File: src/design/tpmv_pkg.sv
// Shared types, constants and weight decode functions for the ternary matrix-vector unit.
`timescale 1ns / 1ps

package tpmv_pkg;

  // Field and register widths.
  localparam int unsigned LEN_W      = 13;
  localparam int unsigned ROWCNT_W   = 9;
  localparam int unsigned CFG_IDX_W  = 2;
  localparam int unsigned CFG_DATA_W = 13;
  localparam int unsigned ACT_W      = 16;
  localparam int unsigned ACT_IDX_W  = 12;
  localparam int unsigned NIB_W      = 4;
  localparam int unsigned SUM_W      = 32;
  localparam int unsigned ROW_IDX_W  = 8;
  localparam int unsigned CONTRIB_W  = 18;
  localparam int unsigned LANES      = 3;

  // Default sizes of the activation store and the row counter.
  localparam int unsigned DEF_MAX_ACTIVATIONS = 4096;
  localparam int unsigned DEF_MAX_ROWS        = 256;

  // Register values after reset.
  localparam int unsigned THREE_LEN_RST = 0;
  localparam int unsigned TWO_LEN_RST   = 32;
  localparam int unsigned ROW_COUNT_RST = 32;

  // Division by three of a LEN_W-bit value: multiply by this and drop DIV3_SHIFT bits.
  localparam int unsigned DIV3_MUL   = 2731;
  localparam int unsigned DIV3_SHIFT = 13;

  // Configuration register indexes.
  typedef enum logic [CFG_IDX_W-1:0] {
    CFG_THREE_LEN = 2'd0,
    CFG_TWO_LEN   = 2'd1,
    CFG_ROW_COUNT = 2'd2
  } cfg_reg_e;

  // A ternary weight in two's complement.
  typedef logic [1:0] wgt_t;
  localparam wgt_t W_ZERO = 2'b00;
  localparam wgt_t W_POS  = 2'b01;
  localparam wgt_t W_NEG  = 2'b11;

  // Row geometry as seen by the sequencer.
  typedef struct packed {
    logic [LEN_W-1:0]    three_len;
    logic [LEN_W-1:0]    g3;
    logic [LEN_W-1:0]    total;
    logic [ROWCNT_W-1:0] rows;
  } tpmv_cfg_t;

  // One weight group on its way to the accumulator, aligned with the store read data.
  typedef struct packed {
    logic                 valid;
    logic                 last;
    wgt_t [LANES-1:0]     wgt;
    logic [ROW_IDX_W-1:0] row_index;
    logic [SUM_W-1:0]     prior;
  } tpmv_issue_t;

  // Three-weight code table; element 0 is the weight of the first activation.
  function automatic wgt_t [2:0] dec3(input logic [NIB_W-1:0] code);
    wgt_t [2:0] r;
    unique case (code)
      4'd0:  r = {W_ZERO, W_ZERO, W_ZERO};
      4'd1:  r = {W_POS,  W_ZERO, W_ZERO};
      4'd2:  r = {W_NEG,  W_ZERO, W_ZERO};
      4'd3:  r = {W_ZERO, W_POS,  W_ZERO};
      4'd4:  r = {W_POS,  W_POS,  W_ZERO};
      4'd5:  r = {W_NEG,  W_POS,  W_ZERO};
      4'd6:  r = {W_ZERO, W_NEG,  W_ZERO};
      4'd7:  r = {W_POS,  W_NEG,  W_ZERO};
      4'd8:  r = {W_NEG,  W_NEG,  W_ZERO};
      4'd9:  r = {W_ZERO, W_ZERO, W_POS};
      4'd10: r = {W_POS,  W_ZERO, W_POS};
      4'd11: r = {W_NEG,  W_ZERO, W_POS};
      4'd12: r = {W_ZERO, W_POS,  W_POS};
      4'd13: r = {W_POS,  W_POS,  W_POS};
      4'd14: r = {W_NEG,  W_POS,  W_POS};
      4'd15: r = {W_ZERO, W_ZERO, W_NEG};
    endcase
    return r;
  endfunction

  // Two-weight code table; codes from nine up decode to zero weights.
  function automatic wgt_t [1:0] dec2(input logic [NIB_W-1:0] code);
    wgt_t [1:0] r;
    unique case (code)
      4'd0:    r = {W_NEG,  W_NEG};
      4'd1:    r = {W_ZERO, W_NEG};
      4'd2:    r = {W_POS,  W_NEG};
      4'd3:    r = {W_NEG,  W_ZERO};
      4'd4:    r = {W_ZERO, W_ZERO};
      4'd5:    r = {W_POS,  W_ZERO};
      4'd6:    r = {W_NEG,  W_POS};
      4'd7:    r = {W_ZERO, W_POS};
      4'd8:    r = {W_POS,  W_POS};
      default: r = {W_ZERO, W_ZERO};
    endcase
    return r;
  endfunction

  // Negation of one weight.
  function automatic wgt_t wneg(input wgt_t w);
    wgt_t r;
    unique case (w)
      W_POS:   r = W_NEG;
      W_NEG:   r = W_POS;
      default: r = W_ZERO;
    endcase
    return r;
  endfunction

endpackage

File: src/design/tpmv_acc.sv
// Weighted sum of the read activations, row accumulator and output register.
`timescale 1ns / 1ps

module tpmv_acc (
  input  logic                                clk_i,
  input  logic                                rst_ni,
  input  logic                                hold_i,
  input  tpmv_pkg::tpmv_issue_t               issue_i,
  input  logic [tpmv_pkg::ACT_W-1:0]          act_i [tpmv_pkg::LANES],
  output logic                                out_valid_o,
  output logic [tpmv_pkg::ROW_IDX_W-1:0]      row_index_o,
  output logic signed [tpmv_pkg::SUM_W-1:0]   row_value_o
);

  import tpmv_pkg::*;

  // One weighted activation.
  function automatic logic signed [CONTRIB_W-1:0] term(input wgt_t w,
                                                       input logic [ACT_W-1:0] a);
    logic signed [CONTRIB_W-1:0] ax;
    logic signed [CONTRIB_W-1:0] r;
    ax = CONTRIB_W'($signed(a));
    unique case (w)
      W_POS:   r = ax;
      W_NEG:   r = -ax;
      default: r = '0;
    endcase
    return r;
  endfunction

  logic signed [CONTRIB_W-1:0] contrib;
  logic                        b_valid_q;
  logic                        b_last_q;
  logic [ROW_IDX_W-1:0]        b_row_q;
  logic [SUM_W-1:0]            b_prior_q;
  logic signed [CONTRIB_W-1:0] b_contrib_q;
  logic [SUM_W-1:0]            acc_q, acc_d;
  logic [SUM_W-1:0]            sum_all;
  logic                        out_valid_q, out_valid_d;
  logic [ROW_IDX_W-1:0]        out_row_q;
  logic [SUM_W-1:0]            out_value_q;

  // Contribution of one group: up to three signed activations.
  assign contrib = term(issue_i.wgt[0], act_i[0]) + term(issue_i.wgt[1], act_i[1]) +
                   term(issue_i.wgt[2], act_i[2]);

  // Row accumulation; the last group of a row folds in the prior value and clears the sum.
  assign sum_all = acc_q + SUM_W'(b_contrib_q);
  always_comb begin
    acc_d       = acc_q;
    out_valid_d = 1'b0;
    if (b_valid_q) begin
      if (b_last_q) begin
        acc_d       = '0;
        out_valid_d = 1'b1;
      end else begin
        acc_d = sum_all;
      end
    end
  end

  always_ff @(posedge clk_i or negedge rst_ni) begin
    if (!rst_ni) begin
      b_valid_q   <= 1'b0;
      acc_q       <= '0;
      out_valid_q <= 1'b0;
    end else if (!hold_i) begin
      b_valid_q   <= issue_i.valid;
      acc_q       <= acc_d;
      out_valid_q <= out_valid_d;
    end
  end

  // Payload of the contribution stage and of the output register.
  always_ff @(posedge clk_i) begin
    if (!hold_i) begin
      b_last_q    <= issue_i.last;
      b_row_q     <= issue_i.row_index;
      b_prior_q   <= issue_i.prior;
      b_contrib_q <= contrib;
      out_row_q   <= b_row_q;
      out_value_q <= b_prior_q + sum_all;
    end
  end

  assign out_valid_o = out_valid_q;
  assign row_index_o = out_row_q;
  assign row_value_o = out_value_q;

endmodule

File: config.mk
export PLATFORM = sky130hd
export DESIGN_NAME = tpmv_acc
export DESIGN_NICKNAME = d
export VERILOG_FILES = /design/src/design/tpmv_pkg.sv /design/src/design/tpmv_acc.sv
export SDC_FILE = /design/constraint.sdc
export NUM_CORES = 1
export LEC_CHECK = 0
export BUFFER_PORTS_ARGS = -buffer_cell sky130_fd_sc_hd__buf_2
export CELL_PAD_IN_SITES_DETAIL_PLACEMENT = 0
export CELL_PAD_IN_SITES_GLOBAL_PLACEMENT = 1
export CORE_ASPECT_RATIO = 0.7
export CORE_UTILIZATION = 41
export DETAILED_ROUTE_END_ITERATION = 16
export PLACE_DENSITY = 0.83
export SYNTH_ARGS = -nofsm -noshare
export SYNTH_HDL_FRONTEND = slang
export SYNTH_SLANG_ARGS = --single-unit
File: constraint.sdc
create_clock -name clk_i -period 4.6 [get_ports clk_i]
set_clock_uncertainty 0.1 [all_clocks]
set_input_delay 0.46 -clock clk_i [delete_from_list [all_inputs] [get_ports clk_i]]
set_output_delay 0.46 -clock clk_i [all_outputs]
set_load 0.02 [all_outputs]
Yosys cells after proc, flatten, opt, wreduce, memory -nomap -nowiden. Index checks and enable logic that the tools add are counted.

Word-level logic and storage cells: 30. Input port bits: 99. Output and inout bits: 41. Register bits after elaboration: 133.

Reductions and logical operators: 1. Add/sub/neg operators: 7. Equal/unequal tests: 6. Multiplexer cells: 6. Bitwise gates (word level): 1.

Operators by type and width (count): $pmux 18 s2 (3); $add 32x32->32 (2); $neg 16->18 (3); $add 18x18->18 (2); $mux 32 (1); $eq 2x1->1 const B (3); $eq 2x2->1 const B (3); $mux 1 (2); $reduce_and 2->1 (1); $not 1->1 (1).

Longest topological paths before layout.
Depth after elaboration: 4. Depth in mapped cells: 21. Depth with buffers taken out: 21.

Least setup slack after synthesis. OpenSTA, ideal clock, no wires.

Path kind: register to register. From: register acc_q[0]. To: register out_value_q[31], in the netlist row_value_o[31], data pin. Buffers on the path: 0. Cell stages (with the launch flop): 22. Library setup time: 0.262 ns. Arrival time: 4.101 ns. Clock period less this slack: 4.463 ns. Slack: 0.137 ns. Required time: 4.238 ns. Path through: dfrtp_1 -> ha_1 -> inv_1 -> fa_1 -> nor2b_1 -> o21ai_1 -> a21boi_0 -> o21ai_0 -> nand2b_1 -> a21o_1 -> a21oi_1 -> xnor2_1 -> ha_1 -> a21oi_1 -> nor2_1 -> a2111oi_2 -> a2111oi_0 -> o41a_1 -> o21ai_0 -> nor4b_1 -> a211o_1 -> xnor2_1.

Cells in the longest elaborated chain, start to end: 2.

Ends and longest elaborated chain: from (decl) (RTL line tpmv_acc.sv:37) `logic [SUM_W-1:0] acc_q, acc_d;`; from (signal assigned) (RTL line tpmv_acc.sv:65) `acc_q <= '0;`; from (signal assigned) (RTL line tpmv_acc.sv:69) `acc_q <= acc_d;`; $add 32x32->32 (RTL line tpmv_acc.sv:48) `assign sum_all = acc_q + SUM_W'(b_contrib_q);`; $add 32x32->32 (RTL line tpmv_acc.sv:82) `out_value_q <= b_prior_q + sum_all;`; to (signal assigned) (RTL line tpmv_acc.sv:82); to (decl) (RTL line tpmv_acc.sv:41) `logic [SUM_W-1:0] out_value_q;`.

No other way between the ends. A chain may end at the register's enable or synchronous reset.

Worst setup path after layout.
From: register acc_q[7]. To: register out_value_q[31], in the netlist row_value_o[31], data pin.

The elaborated chain is that of the path after synthesis.

==> results.txt <==
----------------------------------------------------
[Finish]
  Fin cells ... around 1500
  Most common cell after layout, fill and taps aside ... buf_2
  P&R area growth vs syn ... 27.6%
  Final Instance Area ... approximately 12000 µm²
  Final layout net count ... 1385
  Highest-count cells in the layout ignoring fill and taps ... 139 x buf_2, 104 x buf_4, 99 x edfxtp_1
  Fraction of final layout cells sized beyond drive strength 1 ... 0.273
  Final cell utilization of the core ... 0.537
  Diodes inserted ... 0
  Multi-input logic area ... 5710 µm²
  Reg area ... 3820 µm²
  Number of inserted filler cells in the final layout ... ~2000

[Placed design]
  Number of placed instances, taps included ... 1461
  PortBufs ... ~140
  Worst setup slack before clock tree synthesis ... -0.437 ns
  Placed cell areas ... 11300 µm²
  GP Congestion ... 0.869
  Post-detail-place hpwl ... about 17 mm

[Timing]
  Slew @ Worst Pin ... ~0.90 ns
  Peak clock frequency supported by timing ... around 220 MHz
  Final setup violation count ... 0
  Worst path setup slack after routing ... between 0.1 and 0.15 ns
  Period utilization ... 0.973
  RSZ-0062 raised after global routing ... yes
  Final Max Slew Viols ... 0
  Post-Route Setup TNS ... 0 ns
  Post-route minimum period ... approximately 4.5 ns
  Headroom to the max-slew limit ... 0.398
  Hold Violations, Final ... 0

[Synth]
  Share of synthesized flip-flops with an asynchronous set or reset ... 0.256
  Top cell type's share of synthesized area ... 0.310
  Avg Inst Size Synth ... 10.2 µm²
  Top FF cell, synth ... edfxtp_1
  Post-synthesis cell type count ... 61
  Mapped Cells ... about 940
  Combined area of all synthesized cells ... 9600 µm²
  Register bit total from synthesis ... roughly 130
  Fraction of the yosys area taken by sequential cells ... 0.398
  Most area-hungry cell type in the Yosys netlist ... edfxtp_1
  EDFF count, synth ... 99
  Synth area leaders ... edfxtp_1 31%, ha_1 11%, dfrtp_1 8.9%
  Number of warnings issued by yosys ... 0
  Post-Syn Nets ... approximately 1100

[Pwr]
  Power per standard cell area ... 875 nW/µm²
  Leakage Power ... about 5.5 nW
  Worst ir drop on vdd ... around 0.39 mV

[Drt]
  Number of nets with antenna violations after detailed routing ... 0
  Number of design-rule violations left by the first detailed-router iteration ... 477
  Average wire per cell in the routed design ... 15.1 µm
  Detailed-route via count ... 7747
  Average via count per standard cell ... about 5.1
  DRC ... 0
  Routed wire length ... approximately 23 mm
  Drt pass-1 iters ... 5

[Clocking]
  Clock-pin slew on the worst setup and hold paths ... 0.06 ns
  Number of CTS-inserted buffers ... 17
  Buffer levels on the longest clock path ... 2
  Master cell of the clock root buffer ... clkbuf_16
  Clock tree from TritonCTS ... yes
  CTS H-Tree Depth ... 4
  TritonCTS Sinks ... 133
  Worst-skew pair later-pin latency ... around 0.42 ns

[Floorplan]
  Num rows ... 46
  Total I/O pin count ... 140
  DIE HEIGHT ... ~130 µm
  Die Width ... 185 µm
  Area of the core ... approximately 23000 µm²
  Floorplan die area ... between 20000 and 25000 µm²
  Starting Density ... 0.421

[Outcome]
  Run status ... finished clean

[Global routing]
  Global-route wire length before repair ... around 37 mm
  Maximum number of pins on one net before global-route repair ... 74
  Vias in the first global route ... between 7000 and 8000
  Total routing resource utilization after global routing ... 0.193
  Gr ovfl total ... 0
  Initial antenna violation count ... 0

[Setup path]
  Category of the worst setup path capture point ... flop
  Crit-path max FO ... 6
  Worst Path Required ... around 4.7 ns
  Startpoint type of the worst setup path ... flop
  Setup CP Type ... flop to flop
  Arrival time of data at the critical path endpoint ... 4.55 ns

[Hold path]
  Class of the tightest hold or removal check ... primary input to asynchronous set/reset pin

[Flow run]
  Max Cap Violations ... 0

----------------------------------------------------
-- repair_timing --
item,CTS,global route
hold buffers,0,0
gates resized for setup,16,45
gates cloned,0,0
pin swaps,8,31
setup endpoints to repair,5,10
setup buffers,6,6
-- Yosys cell counts, drive strengths merged, types with 5 or more instances --
library cell / count
a211o: 6
a22o: 29
and2: 12
xor2: 29
clkbuf: 22
nand2: 82
a2111oi: 5
a21oi: 67
ha: 86
o41ai: 5
o21a: 8
fa: 20
a211oi: 8
o31ai: 17
o21bai: 12
xnor2: 85
nor2: 40
or3: 14
a21o: 28
nand2b: 14
nand3: 12
nand4: 7
inv: 61
nor3: 14
o21ai: 65
dfrtp: 34
edfxtp: 99
nor2b: 11
-- worst max-delay path, cell delays in order, from the launching register on --
cell and delay [ns]:
dfrtp_1 0.41, ha_1 0.39, nand4_1 0.13, a211oi_1 0.27
a32oi_2 0.16, o21bai_1 0.18, a21oi_2 0.10, nand2b_1 0.17
or3_1 0.34, a21oi_2 0.20, ha_1 0.29, buf_4 0.17
nand3_1 0.09, o2bb2ai_1 0.08, o41a_1 0.48, o21ai_4 0.23
nor4b_2 0.08, a211o_1 0.24, xnor2_1 0.12
-- worst paths after layout --
kind                       depth (start not counted)            startpoint                        end  slack (ns)
setup / recovery                                  18  acc_q[7]$_DFFE_PN0P_  row_value_o[31]$_DFFE_PN_        0.12
hold / removal                                     1                rst_ni       acc_q[0]$_DFFE_PN0P_        0.06
setup reg to reg                                  18  acc_q[7]$_DFFE_PN0P_  row_value_o[31]$_DFFE_PN_        0.12
hold reg to reg                                    0  b_row_q[6]$_DFFE_PN_   row_index_o[6]$_DFFE_PN_        0.32
max in group asynchronous                          1                rst_ni      acc_q[15]$_DFFE_PN0P_        3.81
min in group clk_i                                 1           issue_i[27]    b_prior_q[27]$_DFFE_PN_        0.11
-- metal layers --
metal	share of wire	routed length [µm]	vias to the layer above	track usage
met4	0.0072	163	0	0.0452
li1	-	-	3931	-
met1	0.52	11800	3576	0.294
met5	0	0	-	0
met2	0.41	9440	226	0.283
met3	0.061	1390	14	0.0349
-- kinds of logic (layout without fill, tap and decap cells) --
logic type	after synthesis	in the layout	synth area share
flops	133	133	0.398
mux	4	4	0.00430
fa+ha+maj	106	106	0.154
simple gates	223	223	0.114
compound gates	276	276	0.192
xor+xnor	114	114	0.105
buf+inv	83	337	0.0325
-- flip-flops by register name (all words and copies together), names as in the netlist --
| signal | cells |
|---|---|
| b_last_q | 1 |
| acc_q | 32 |
| b_valid_q | 1 |
| b_contrib_q | 18 |
| b_row_q | 8 |
| out_valid_o | 1 |
| row_index_o | 8 |
| b_prior_q | 32 |
| row_value_o | 32 |
-- final cells by class --
class                           instances  area share
Clock buffer                           21      0.0368
Clock inverter                         11      0.0126
Inverter                               61      0.0189
Multi-Input combinational cell        723       0.466
Sequential cell                       133       0.312
Tap cell                              312      0.0319
Timing Repair Buffer                  244       0.121
-- stage by stage --
stage | hold slack (ns) | power (W)
final | 0.0563 | 0.0107
after global routing | 0.0874 | 0.0116
after CTS | 0.0700 | 0.0103
after detailed placement | 0.305 | 0.00866
after global placement | 0.301 | 0.00857
after floorplan | 0.0644 | 0.00646
-- power breakdown --
group | total, W | switching (W) | leakage [nW] | internal (W)
clock | 0.00138 | 0.000514 | 0.288 | 0.000870
combinational | 0.00721 | 0.00378 | 3.82 | 0.00343
sequential | 0.00212 | 0.000172 | 1.41 | 0.00195
No activity file was read; power rests on OpenSTA's default activity.
