File: src/design/tpmv_pkg.sv
// Shared types, constants and weight decode functions for the ternary matrix-vector unit.
`timescale 1ns / 1ps

package tpmv_pkg;

  // Field and register widths.
  localparam int unsigned LEN_W      = 13;
  localparam int unsigned ROWCNT_W   = 9;
  localparam int unsigned CFG_IDX_W  = 2;
  localparam int unsigned CFG_DATA_W = 13;
  localparam int unsigned ACT_W      = 16;
  localparam int unsigned ACT_IDX_W  = 12;
  localparam int unsigned NIB_W      = 4;
  localparam int unsigned SUM_W      = 32;
  localparam int unsigned ROW_IDX_W  = 8;
  localparam int unsigned CONTRIB_W  = 18;
  localparam int unsigned LANES      = 3;

  // Default sizes of the activation store and the row counter.
  localparam int unsigned DEF_MAX_ACTIVATIONS = 4096;
  localparam int unsigned DEF_MAX_ROWS        = 256;

  // Register values after reset.
  localparam int unsigned THREE_LEN_RST = 0;
  localparam int unsigned TWO_LEN_RST   = 32;
  localparam int unsigned ROW_COUNT_RST = 32;

  // Division by three of a LEN_W-bit value: multiply by this and drop DIV3_SHIFT bits.
  localparam int unsigned DIV3_MUL   = 2731;
  localparam int unsigned DIV3_SHIFT = 13;

  // Configuration register indexes.
  typedef enum logic [CFG_IDX_W-1:0] {
    CFG_THREE_LEN = 2'd0,
    CFG_TWO_LEN   = 2'd1,
    CFG_ROW_COUNT = 2'd2
  } cfg_reg_e;

  // A ternary weight in two's complement.
  typedef logic [1:0] wgt_t;
  localparam wgt_t W_ZERO = 2'b00;
  localparam wgt_t W_POS  = 2'b01;
  localparam wgt_t W_NEG  = 2'b11;

  // Row geometry as seen by the sequencer.
  typedef struct packed {
    logic [LEN_W-1:0]    three_len;
    logic [LEN_W-1:0]    g3;
    logic [LEN_W-1:0]    total;
    logic [ROWCNT_W-1:0] rows;
  } tpmv_cfg_t;

  // One weight group on its way to the accumulator, aligned with the store read data.
  typedef struct packed {
    logic                 valid;
    logic                 last;
    wgt_t [LANES-1:0]     wgt;
    logic [ROW_IDX_W-1:0] row_index;
    logic [SUM_W-1:0]     prior;
  } tpmv_issue_t;

  // Three-weight code table; element 0 is the weight of the first activation.
  function automatic wgt_t [2:0] dec3(input logic [NIB_W-1:0] code);
    wgt_t [2:0] r;
    unique case (code)
      4'd0:  r = {W_ZERO, W_ZERO, W_ZERO};
      4'd1:  r = {W_POS,  W_ZERO, W_ZERO};
      4'd2:  r = {W_NEG,  W_ZERO, W_ZERO};
      4'd3:  r = {W_ZERO, W_POS,  W_ZERO};
      4'd4:  r = {W_POS,  W_POS,  W_ZERO};
      4'd5:  r = {W_NEG,  W_POS,  W_ZERO};
      4'd6:  r = {W_ZERO, W_NEG,  W_ZERO};
      4'd7:  r = {W_POS,  W_NEG,  W_ZERO};
      4'd8:  r = {W_NEG,  W_NEG,  W_ZERO};
      4'd9:  r = {W_ZERO, W_ZERO, W_POS};
      4'd10: r = {W_POS,  W_ZERO, W_POS};
      4'd11: r = {W_NEG,  W_ZERO, W_POS};
      4'd12: r = {W_ZERO, W_POS,  W_POS};
      4'd13: r = {W_POS,  W_POS,  W_POS};
      4'd14: r = {W_NEG,  W_POS,  W_POS};
      4'd15: r = {W_ZERO, W_ZERO, W_NEG};
    endcase
    return r;
  endfunction

  // Two-weight code table; codes from nine up decode to zero weights.
  function automatic wgt_t [1:0] dec2(input logic [NIB_W-1:0] code);
    wgt_t [1:0] r;
    unique case (code)
      4'd0:    r = {W_NEG,  W_NEG};
      4'd1:    r = {W_ZERO, W_NEG};
      4'd2:    r = {W_POS,  W_NEG};
      4'd3:    r = {W_NEG,  W_ZERO};
      4'd4:    r = {W_ZERO, W_ZERO};
      4'd5:    r = {W_POS,  W_ZERO};
      4'd6:    r = {W_NEG,  W_POS};
      4'd7:    r = {W_ZERO, W_POS};
      4'd8:    r = {W_POS,  W_POS};
      default: r = {W_ZERO, W_ZERO};
    endcase
    return r;
  endfunction

  // Negation of one weight.
  function automatic wgt_t wneg(input wgt_t w);
    wgt_t r;
    unique case (w)
      W_POS:   r = W_NEG;
      W_NEG:   r = W_POS;
      default: r = W_ZERO;
    endcase
    return r;
  endfunction

endpackage

File: src/design/tpmv_cfg.sv
// Configuration registers and the row geometry derived from them.
`timescale 1ns / 1ps

module tpmv_cfg #(
  parameter int unsigned MAX_ROWS = tpmv_pkg::DEF_MAX_ROWS
) (
  input  logic                             clk_i,
  input  logic                             rst_ni,
  input  logic                             cfg_we_i,
  input  logic [tpmv_pkg::CFG_IDX_W-1:0]   cfg_index_i,
  input  logic [tpmv_pkg::CFG_DATA_W-1:0]  cfg_data_i,
  output tpmv_pkg::tpmv_cfg_t              cfg_o
);

  import tpmv_pkg::*;

  localparam int unsigned ROWS_RST = (ROW_COUNT_RST > MAX_ROWS) ? MAX_ROWS : ROW_COUNT_RST;
  localparam int unsigned PROD_W   = LEN_W + DIV3_SHIFT;

  logic [LEN_W-1:0]    three_len_q, three_len_d;
  logic [LEN_W-1:0]    g3_q, g3_d;
  logic [LEN_W-1:0]    g2_q, g2_d;
  logic [ROWCNT_W-1:0] rows_q, rows_d;
  logic [PROD_W-1:0]   div3_prod;
  logic [ROWCNT_W-1:0] rows_wr;
  logic [ROWCNT_W-1:0] rows_clamped;
  cfg_reg_e            reg_sel;

  // Group count of the three-weight part: divide by three through a reciprocal multiply.
  assign div3_prod = PROD_W'(cfg_data_i[LEN_W-1:0]) * PROD_W'(DIV3_MUL);

  // A row count of zero means one row; counts past the row capacity saturate.
  assign rows_wr = cfg_data_i[ROWCNT_W-1:0];
  always_comb begin
    if (rows_wr == '0) begin
      rows_clamped = ROWCNT_W'(1);
    end else if (32'(rows_wr) > MAX_ROWS) begin
      rows_clamped = ROWCNT_W'(MAX_ROWS);
    end else begin
      rows_clamped = rows_wr;
    end
  end

  assign reg_sel = cfg_reg_e'(cfg_index_i);

  // Register write decode; indexes past the list are dropped.
  always_comb begin
    three_len_d = three_len_q;
    g3_d        = g3_q;
    g2_d        = g2_q;
    rows_d      = rows_q;
    if (cfg_we_i) begin
      unique case (reg_sel)
        CFG_THREE_LEN: begin
          three_len_d = cfg_data_i[LEN_W-1:0];
          g3_d        = div3_prod[PROD_W-1:DIV3_SHIFT];
        end
        CFG_TWO_LEN: begin
          g2_d = {1'b0, cfg_data_i[LEN_W-1:1]};
        end
        CFG_ROW_COUNT: begin
          rows_d = rows_clamped;
        end
        default: begin
        end
      endcase
    end
  end

  always_ff @(posedge clk_i or negedge rst_ni) begin
    if (!rst_ni) begin
      three_len_q <= LEN_W'(THREE_LEN_RST);
      g3_q        <= LEN_W'(THREE_LEN_RST / 3);
      g2_q        <= LEN_W'(TWO_LEN_RST / 2);
      rows_q      <= ROWCNT_W'(ROWS_RST);
    end else begin
      three_len_q <= three_len_d;
      g3_q        <= g3_d;
      g2_q        <= g2_d;
      rows_q      <= rows_d;
    end
  end

  // Groups per row never exceed 2730 + 4095, so the sum fits the length width.
  assign cfg_o.three_len = three_len_q;
  assign cfg_o.g3        = g3_q;
  assign cfg_o.total     = g3_q + g2_q;
  assign cfg_o.rows      = rows_q;

endmodule

File: config.mk
export PLATFORM = sky130hd
export DESIGN_NAME = tpmv_cfg
export DESIGN_NICKNAME = d
export VERILOG_FILES = /design/src/design/tpmv_pkg.sv /design/src/design/tpmv_cfg.sv
export SDC_FILE = /design/constraint.sdc
export NUM_CORES = 1
export LEC_CHECK = 0
export BUFFER_PORTS_ARGS = -buffer_cell sky130_fd_sc_hd__clkbuf_2
export CORE_MARGIN = 3
export CORE_UTILIZATION = 35
export CTS_CLUSTER_DIAMETER = 120
export DETAILED_ROUTE_END_ITERATION = 16
export GPL_TIMING_DRIVEN = 0
export PLACE_DENSITY_LB_ADDON = 0.1
export SLEW_MARGIN = 20
export SYNTH_ARGS = -nofsm -noshare
export SYNTH_HDL_FRONTEND = slang
export SYNTH_SLANG_ARGS = --single-unit
File: constraint.sdc
create_clock -name clk_i -period 2.4 [get_ports clk_i]
set_input_delay 0.36 -clock clk_i [delete_from_list [all_inputs] [get_ports clk_i]]
set_output_delay 0.36 -clock clk_i [all_outputs]
set_load 0.02 [all_outputs]
# Word level (Yosys, flattened, before mapping)
# Cells that the tools add are included.
# word_totals
elab_cells	16
out_inout_bits	48
reg_bits	46
inputBits	18
# classes
n_eq_ne	2
add_sub_neg	1
muxes	2
n_lt_le_gt_ge	1
multipliers	1
n_reduce_logical	5
# op_table
operator	count
13-bit by 12-bit multiplier with 25-bit output (second input constant)	1
9-bit 2-to-1 mux	2
12-bit by 12-bit adder with 13-bit output	1
9-bit > comparator (second input constant)	1
9-bit zero test	1
2-bit AND reduction	3
2-bit by 1-bit equality test with 1-bit output (second input constant)	1
2-bit equality test (second input constant)	1
2-bit zero test	1

# Depth between registers and ports, before layout
# Gate-level depths: netlist of the first run.
# depth
word_depth	3
depth_mapped	18
mapped_depth_nobuf	17

# Least setup slack after synthesis of the first run
# No wires, ideal clock.
# synth_path
path_type	input to register
startpoint	in cfg_data_i[2] (netlist name)
endpoint	reg g3_q[8]
path_stages	16
n_path_buf	0
arrival_time_ps	4300
setup_slack_ps	-2032
setup_time_ps	132
required_ps	2268
cell_sequence	ha_1 > fa_1 > inv_1 > fa_1 > inv_1 > fa_1 > inv_1 > fa_1 > inv_1 > ha_1 > a31o_2 > o32ai_1 > a21oi_1 > a221oi_2 > xor2_1 > o21ai_1
# synth_between
elab_chain_len	1
# synth_lines
element	line_no	rtl
from (decl)	tpmv_cfg.sv:11	input logic [tpmv_pkg::CFG_DATA_W-1:0] cfg_data_i,
13-bit by 12-bit multiplier with 25-bit output	tpmv_cfg.sv:30	assign div3_prod = PROD_W'(cfg_data_i[LEN_W-1:0]) * PROD_W'(DIV3_MUL);
to (signal assigned)	tpmv_cfg.sv:73	g3_q <= LEN_W'(THREE_LEN_RST / 3);
to (signal assigned)	tpmv_cfg.sv:78	g3_q <= g3_d;
to (decl)	tpmv_cfg.sv:21	logic [LEN_W-1:0] g3_q, g3_d;
# Every way passes these cells.
# A chain may end at the register's enable or synchronous reset.

# Final worst setup path of the first run
# layout_path
startpoint	in cfg_data_i[4] (netlist name)
endpoint	reg g3_q[8]
# Same word-level chain as after synthesis.

==> results of run 1 <==
## registers in the layout, summed over array words and instances, names as in the netlist
| register | cells |
|---|---|
| g2_q | 12 |
| rows_q | 9 |
| three_len_q | 13 |
| g3_q | 12 |
## placed cells by master, fill, tap and decap left out, types with 7 or more instances in the layout
cell	Yosys	final
ha_1	99	77
o21ai_0	28	26
clkbuf_1	8	8
dfrtp_1	44	43
nor2_1	14	12
o21ai_1	16	13
a21o_1	9	8
nand2_1	51	49
a21oi_1	19	9
fa_1	46	42
xnor2_1	15	12
clkbuf_2	0	45
inv_1	98	90
a21oi_2	1	10
clkbuf_16	0	8
buf_4	1	23
inv_2	0	7
ha_4	0	20
xor2_1	7	7
## worst register-to-register path: stages, from the launching register on
cell and delay [ns]:
dfrtp_1 0.41, buf_4 0.15, mux2_2 0.25
## worst paths after layout
check,slack (ns),cells past startpoint,endpoint,start
max,-1.77,17,g3_q[8]$_DFFE_PN0P_,cfg_data_i[4]
min,0.12,1,g2_q[6]$_DFFE_PN0P_,rst_ni
max reg2reg,1.48,2,g2_q[0]$_DFFE_PN0P_,g2_q[0]$_DFFE_PN0P_
min reg2reg,0.48,2,three_len_q[0]$_DFFE_PN0P_,three_len_q[0]$_DFFE_PN0P_
max in group asynchronous,1.83,1,g3_q[0]$_DFFE_PN0P_,rst_ni
min in group clk_i,0.35,3,three_len_q[0]$_DFFE_PN0P_,cfg_data_i[0]
## through the flow
| step | hold WS, ns | setup TNS, ns | total power [uW] | util | worst slack (ns) |
|---|---|---|---|---|---|
| after floorplan | 0.06441 | -18.35 | 5642 | - | -1.726 |
| after global placement | 0.4621 | -25.02 | 6830 | 0.4212 | -2.259 |
| after detailed placement | 0.4497 | -25.49 | 6924 | 0.4214 | -2.299 |
| after CTS | 0.1463 | -22.06 | 8511 | 0.4603 | -1.810 |
| after global routing | 0.1787 | -23.95 | 9597 | 0.4707 | -1.911 |
| final | 0.1153 | -21.03 | 8823 | 0.4707 | -1.767 |
## power breakdown
group	switching, uW	internal, uW	leakage (uW)	total (uW)
sequential	166	960	0.000573	1130
combinational	3660	3390	0.00268	7040
clock	279	376	0.0000694	655
## routing by layer
metal	vias to the layer above	wire [um]
met5	-	0
met4	0	190
met3	15	383
met2	57	6079
met1	1904	5996
li1	1925	-
## cells by family (layout without fill, tap and decap cells)
kind of cell | after synthesis | after routing
compound gates | 101 | 101
xor+xnor | 22 | 22
fa+ha+maj | 145 | 145
buf+inv | 108 | 198
flops | 46 | 46
mux | 2 | 2
other cells | 1 | 1
simple gates | 101 | 101
## final cells by class
type                            instances  area (sq um)  area share
Buffer                                  9         37.54    0.005679
Clock buffer                            5         125.1     0.01893
Clock inverter                          2         10.01    0.001514
Inverter                               98         371.6     0.05622
Multi-Input combinational cell        372          4058      0.6139
Sequential cell                        46          1155      0.1747
Tap cell                              180         225.2     0.03407
Timing Repair Buffer                   84         628.1     0.09502
## repair_timing
item | CTS | global route
resized for setup | 59 | 34
buffers inserted | 16 | 5
setup endpoints to repair | 20 | 21
pin swaps | 33 | 36
==> summary.md, run 1 <==
| Metric | Value |
|---|---|
| Synth Area in Adders | `0.4246` |
| Setup Skew | `0 ns` |
| Met3 usage | `0.01895` |
| Slowest cell on crit path | `fa_2` |
| Worst slew pin tran | `0.6315 ns` |
| DRC viols | `0` |
| Site Rows | `43` |
| Core area | `14040 sq um` |
| Die area | `16010 sq um` |
| Fill cells | `1329` |
| Share of layout cells above drive strength 1 | `0.2955` |
| Post-synthesis compound-gate area fraction | `0.1328` |
| Final Setup Violations | `19` |
| Clock root cell | `clkbuf_16` |
| Synth Area in XOR/XNOR | `0.03788` |
| Period utilization | `1.736` |
| Largest family of logic cells by synthesized area | `adder cells` |
| Cell count after synthesis | `526` |
| Critical Path Max Stage Delay | `0.56 ns` |
| First-pass iteration count of the detailed router | `4` |
| CTS tree | `yes` |
| Met2 Resource Use GR | `0.2740` |
| Top Ports | `66` |
| Synth top cells by count | `ha_1, inv_1, nand2_1` |
| Initial antenna violation count | `0` |
| Crit start category | `input port` |
| Critical Path Sink Type | `register` |
| Largest net degree at the start of global routing | `47` |
| GR peak layer | `met2` |
| Syn Std Cell Area | `5086 sq um` |
| Top cell type's share of synthesized area | `0.2435` |
| Post-layout min period | `4.167 ns` |
| Total wire length | `12650 um` |
| Initial DRC count | `130` |
| Number of max-cap violations | `0` |
| Most frequent cell after synthesis | `ha_1` |
| H-tree Lvls | `2` |
| Status | `finished with violations` |
| Area grow syn2layout | `29.96%` |
| Max IR drop VDD | `636.1 uV` |
| Initial Util | `0.3622` |
| Gpl congestion | `0.8333` |
| GRT Total Usage | `0.1634` |
| Fin. Hold Viols | `0` |
| WS Path Type | `in -> reg` |
| Slew Viols, Final | `0` |
| Worst Path Buf+Inv | `5` |
| Hold/Removal Path Class | `in -> async` |
| Arrival @ worst endpoint | `4.32 ns` |
| Average wire per standard cell | `15.89 um` |
| Overall die width | `126.5 um` |
| Max-slew headroom | `0.5790` |
| Placed inst area | `5917 sq um` |
| Post-DP HPWL | `10650 um` |
| Worst-Skew Late Latency | `0.28 ns` |
| Mapped Avg Cell Area | `9.669 sq um` |
| Ys async rst share | `1.000` |
| Met1 track utilization from global routing | `0.2254` |
| Post-Synth Simple-Gate Area | `0.09200` |
| Antenna viol nets, final | `0` |
| Power per Cell Area | `1335 nW/um^2` |
| Synth Warn # | `0` |
| Clk buf depth | `2` |
| Pleak | `0.003321 uW` |
| Sequential-to-total area share from yosys stat | `0.2268` |
| Worst setup margin | `-1.767 ns` |
| Synth cell types | `55` |
| Cell count after placement | `770` |
| Finished Cell Area | `6610 sq um` |
| Worst EP required | `2.56 ns` |
| Vias | `3901` |
| Ys flop type | `dfrtp_1` |
| Num CTS Buffers | `5` |
| Worst-path fanout max | `4` |
| Vias in the first global route | `4092` |
| Congestion Overflow GR | `0` |
| Layout net count | `779` |
| Max frequency | `240.0 MHz` |
| Synth area leaders | `ha_1, dfrtp_1, fa_1, inv_1, nand2_1` |
| Unrepaired setup endpoints after global routing | `yes` |
| Area leader, netlist | `ha_1` |
| Antenna diodes | `0` |
| EDFF count, synth | `0` |
| Crit-path cells | `clkbuf_16, ha_4, fa_1, inv_2, fa_1, inv_1, fa_1, inv_2, fa_2, inv_2, ha_4, a31o_4, o32ai_4, a21oi_4, a221oi_2, xor2_1, o21ai_1` |
| Hold_buf cts | `0` |
| Proportion of synthesized area in mux cells | `0.004428` |
| Yosys reg bits | `46` |
| Failing checks | `negative setup slack` |
| Die Ht | `126.5 um` |
| DR vias/cell | `4.901` |
| Final Non-Filler Cells | `796` |
| Global-route wire length before repair | `20890 um` |
| Syn Nets | `689` |
| Clock Sinks | `46` |
| Crit-path leading delay family | `adder cells` |
| Port-buffer cells | `64` |
| Clock slew at reported path FFs | `0.06 ns` |
(Power assumes the default switching activity.)
==> inputs of run 2 (changes only) <==
==> constraint.sdc (replaced) <==
create_clock -name clk_i -period 2.4 [get_ports clk_i]
set_input_delay 0.48 -clock clk_i [delete_from_list [all_inputs] [get_ports clk_i]]
set_output_delay 0.48 -clock clk_i [all_outputs]
set_load 0.02 [all_outputs]
==> run 2 against run 1 <==
Net effect:
- the flow still finishes with violations (negative setup slack)
- sequential share of layout area fell by 0.31 points
- via count fell by 0.33%
- combinational power barely moved
- sequential cell count stayed put
- highest routed layer unchanged
- non-clock buffer count is the same
- first-iteration DRC count increased by 62%
- critical path type unchanged
==> summary.md, run 2 (synthesis gave the netlist of run 1 again) <==
| Metric | Value |
|---|---|
| Status | `finished with violations` |
| Failing checks | `negative setup slack` |
| Average wire per standard cell | `16.32 um` |
| Vias in the first global route | `4162` |
| Max frequency | `232.8 MHz` |
| GRT Total Usage | `0.1684` |
| Number of max-cap violations | `0` |
| Clock slew at reported path FFs | `0.06 ns` |
| Post-DP HPWL | `10480 um` |
| Hold_buf cts | `0` |
| Tot Pwr | `8939 uW` |
| Port-buffer cells | `64` |
| Worst slew pin tran | `0.6545 ns` |
| Switch Pwr | `4139 uW` |
| Setup Skew | `0 ns` |
| Critical Path Max Stage Delay | `0.52 ns` |
| Vias | `3888` |
| Congestion Overflow GR | `0` |
| Crit start category | `input port` |
| Reg with most FFs | `three_len_q` |
| Crit-path cells | `clkbuf_16, ha_4, inv_2, fa_1, fa_1, inv_1, fa_1, fa_2, ha_4, nand2_4, o31ai_4, a31oi_4, a211oi_4, o21ai_1, xnor2_1, o21ai_1` |
| Pleak | `0.003374 uW` |
| Switch share | `0.4630` |
| WS Path Type | `in -> reg` |
| Most used cell along the critical path | `fa_1` |
| Top Ports | `66` |
| Core area | `14040 sq um` |
| Clock root cell | `clkbuf_16` |
| Largest register FFs | `13` |
| Antenna viol nets, final | `0` |
| Initial Util | `0.3622` |
| Final core utilization | `0.4798` |
| Setup TNS | `-23.24 ns` |
| Clk network pwr share | `0.087` |
| Die area | `16010 sq um` |
| First-pass iteration count of the detailed router | `4` |
| CTS tree | `yes` |
| Comb pwr share | `0.787` |
| Unrepaired setup endpoints after global routing | `yes` |
| Arrival @ worst endpoint | `4.45 ns` |
| Gpl congestion | `0.8564` |
| Internal | `4800 uW` |
| Total wire length | `13010 um` |
| Max-slew headroom | `0.5637` |
| Final Setup Violations | `20` |
| Post-layout min period | `4.295 ns` |
| Global-route wire length before repair | `21450 um` |
| DR vias/cell | `4.878` |
| Slew Viols, Final | `0` |
| Num CTS Buffers | `5` |
| Commonest cells after routing, fill and taps aside | `inv_1, ha_1, nand2_1, clkbuf_2` |
| Clock Sinks | `46` |
| Antenna diodes | `0` |
| Period utilization | `1.790` |
| Worst EP required | `2.56 ns` |
| H-tree Lvls | `2` |
| Worst-Skew Late Latency | `0.28 ns` |
| Worst Setup SP | `cfg_data_i[3]` |
| Largest net degree at the start of global routing | `47` |
| Clk buf depth | `2` |
| Share of layout cells above drive strength 1 | `0.3047` |
| Layout net count | `779` |
| Worst reg2reg path startpoint | `g3_q[1]$_DFFE_PN0P_` |
| Most common cell after layout, fill and taps aside | `inv_1` |
| Hold/Removal Path Class | `in -> async` |
| Overall die width | `126.5 um` |
| Die Ht | `126.5 um` |
| Largest registers | `three_len_q x13, g2_q x12, g3_q x12` |
| Slowest cell on crit path | `fa_1` |
| Initial antenna violation count | `0` |
| Initial DRC count | `210` |
| DRC viols | `0` |
| Worst setup margin | `-1.895 ns` |
| Critical Path Sink Type | `register` |
| Worst-path fanout max | `5` |
| Fill cells | `1317` |
| Site Rows | `43` |
| Power per Cell Area | `1327 nW/um^2` |
| Fin. Hold Viols | `0` |
| Area grow syn2layout | `32.47%` |
| Reg power frac | `0.126` |
| Max IR drop VDD | `524.6 uV` |
==> run 2: layout make-up <==
type / count / area, sq um / share of cell area
sequential: 46 / 1156 / 0.1716
timing repair buffer: 84 / 666.9 / 0.09898
inverter: 98 / 367.9 / 0.05460
buffer: 9 / 37.54 / 0.005571
clock inverter: 1 / 30.03 / 0.004457
clock buffer: 7 / 132.6 / 0.01968
multi-input combinational: 372 / 4121 / 0.6117
tap: 180 / 225.2 / 0.03343
==> run 2: power groups by stage <==
stage | logic (uW) | registers [uW] | clock network, uW
CTS | 6800 | 1130 | 797
global placement | 5710 | 1130 | 0
global route | 7720 | 1150 | 835
finish | 7040 | 1130 | 774
floorplan | 4390 | 1270 | 0
detailed placement | 5790 | 1140 | 0
==> run 2: final timing paths <==
check,to,slack (ns),cells after the start
max,g3_q[11]$_DFFE_PN0P_,-1.89,16
min,g2_q[7]$_DFFE_PN0P_,0.23,1
max reg2reg,g3_q[1]$_DFFE_PN0P_,1.47,4
min reg2reg,three_len_q[11]$_DFFE_PN0P_,0.47,2
max in group asynchronous,g3_q[1]$_DFFE_PN0P_,1.69,1
min in group clk_i,rows_q[0]$_DFFE_PN0P_,0.45,2
==> run 2: timing repair <==
item / in CTS / in global routing
setup buffers: 21 / 4
setup endpoints to repair: 20 / 22
pin swaps: 35 / 26
gates resized for setup: 75 / 28
==> run 2: stage by stage <==
stage / area (sq um) / std cells / hold WS (ns) / setup slack (ns)
3_3_place_gp: 5923 / 770 / 0.4623 / -2.385
4_1_cts: 6646 / 798 / 0.2718 / -1.917
5_1_grt: 6738 / 797 / 0.2920 / -2.074
2_1_floorplan: 5378 / 526 / 0.1844 / -1.846
6_report: 6738 / 797 / 0.2350 / -1.895
3_5_place_dp: 5926 / 770 / 0.4674 / -2.417
==> run 2: worst max-delay path, delay by kind of cell <==
kind                     cells  cell delay [ns]
AO/OA/AOI/OAI                5             0.87
XOR/XNOR                     1             0.25
adder cells (fa/ha/maj)      6             2.56
buffers and inverters        3             0.22
AND/OR/NAND/NOR              1             0.06
==> run 2: per-layer routing <==
layer / GRT usage / wire length (um) / vias up
met3: 0.01389 / 291 / 5
met1: 0.2385 / 6311 / 1916
met2: 0.2836 / 6302 / 51
met5: 0 / 0 / -
li1: - / - / 1916
met4: 0.03470 / 104 / 0
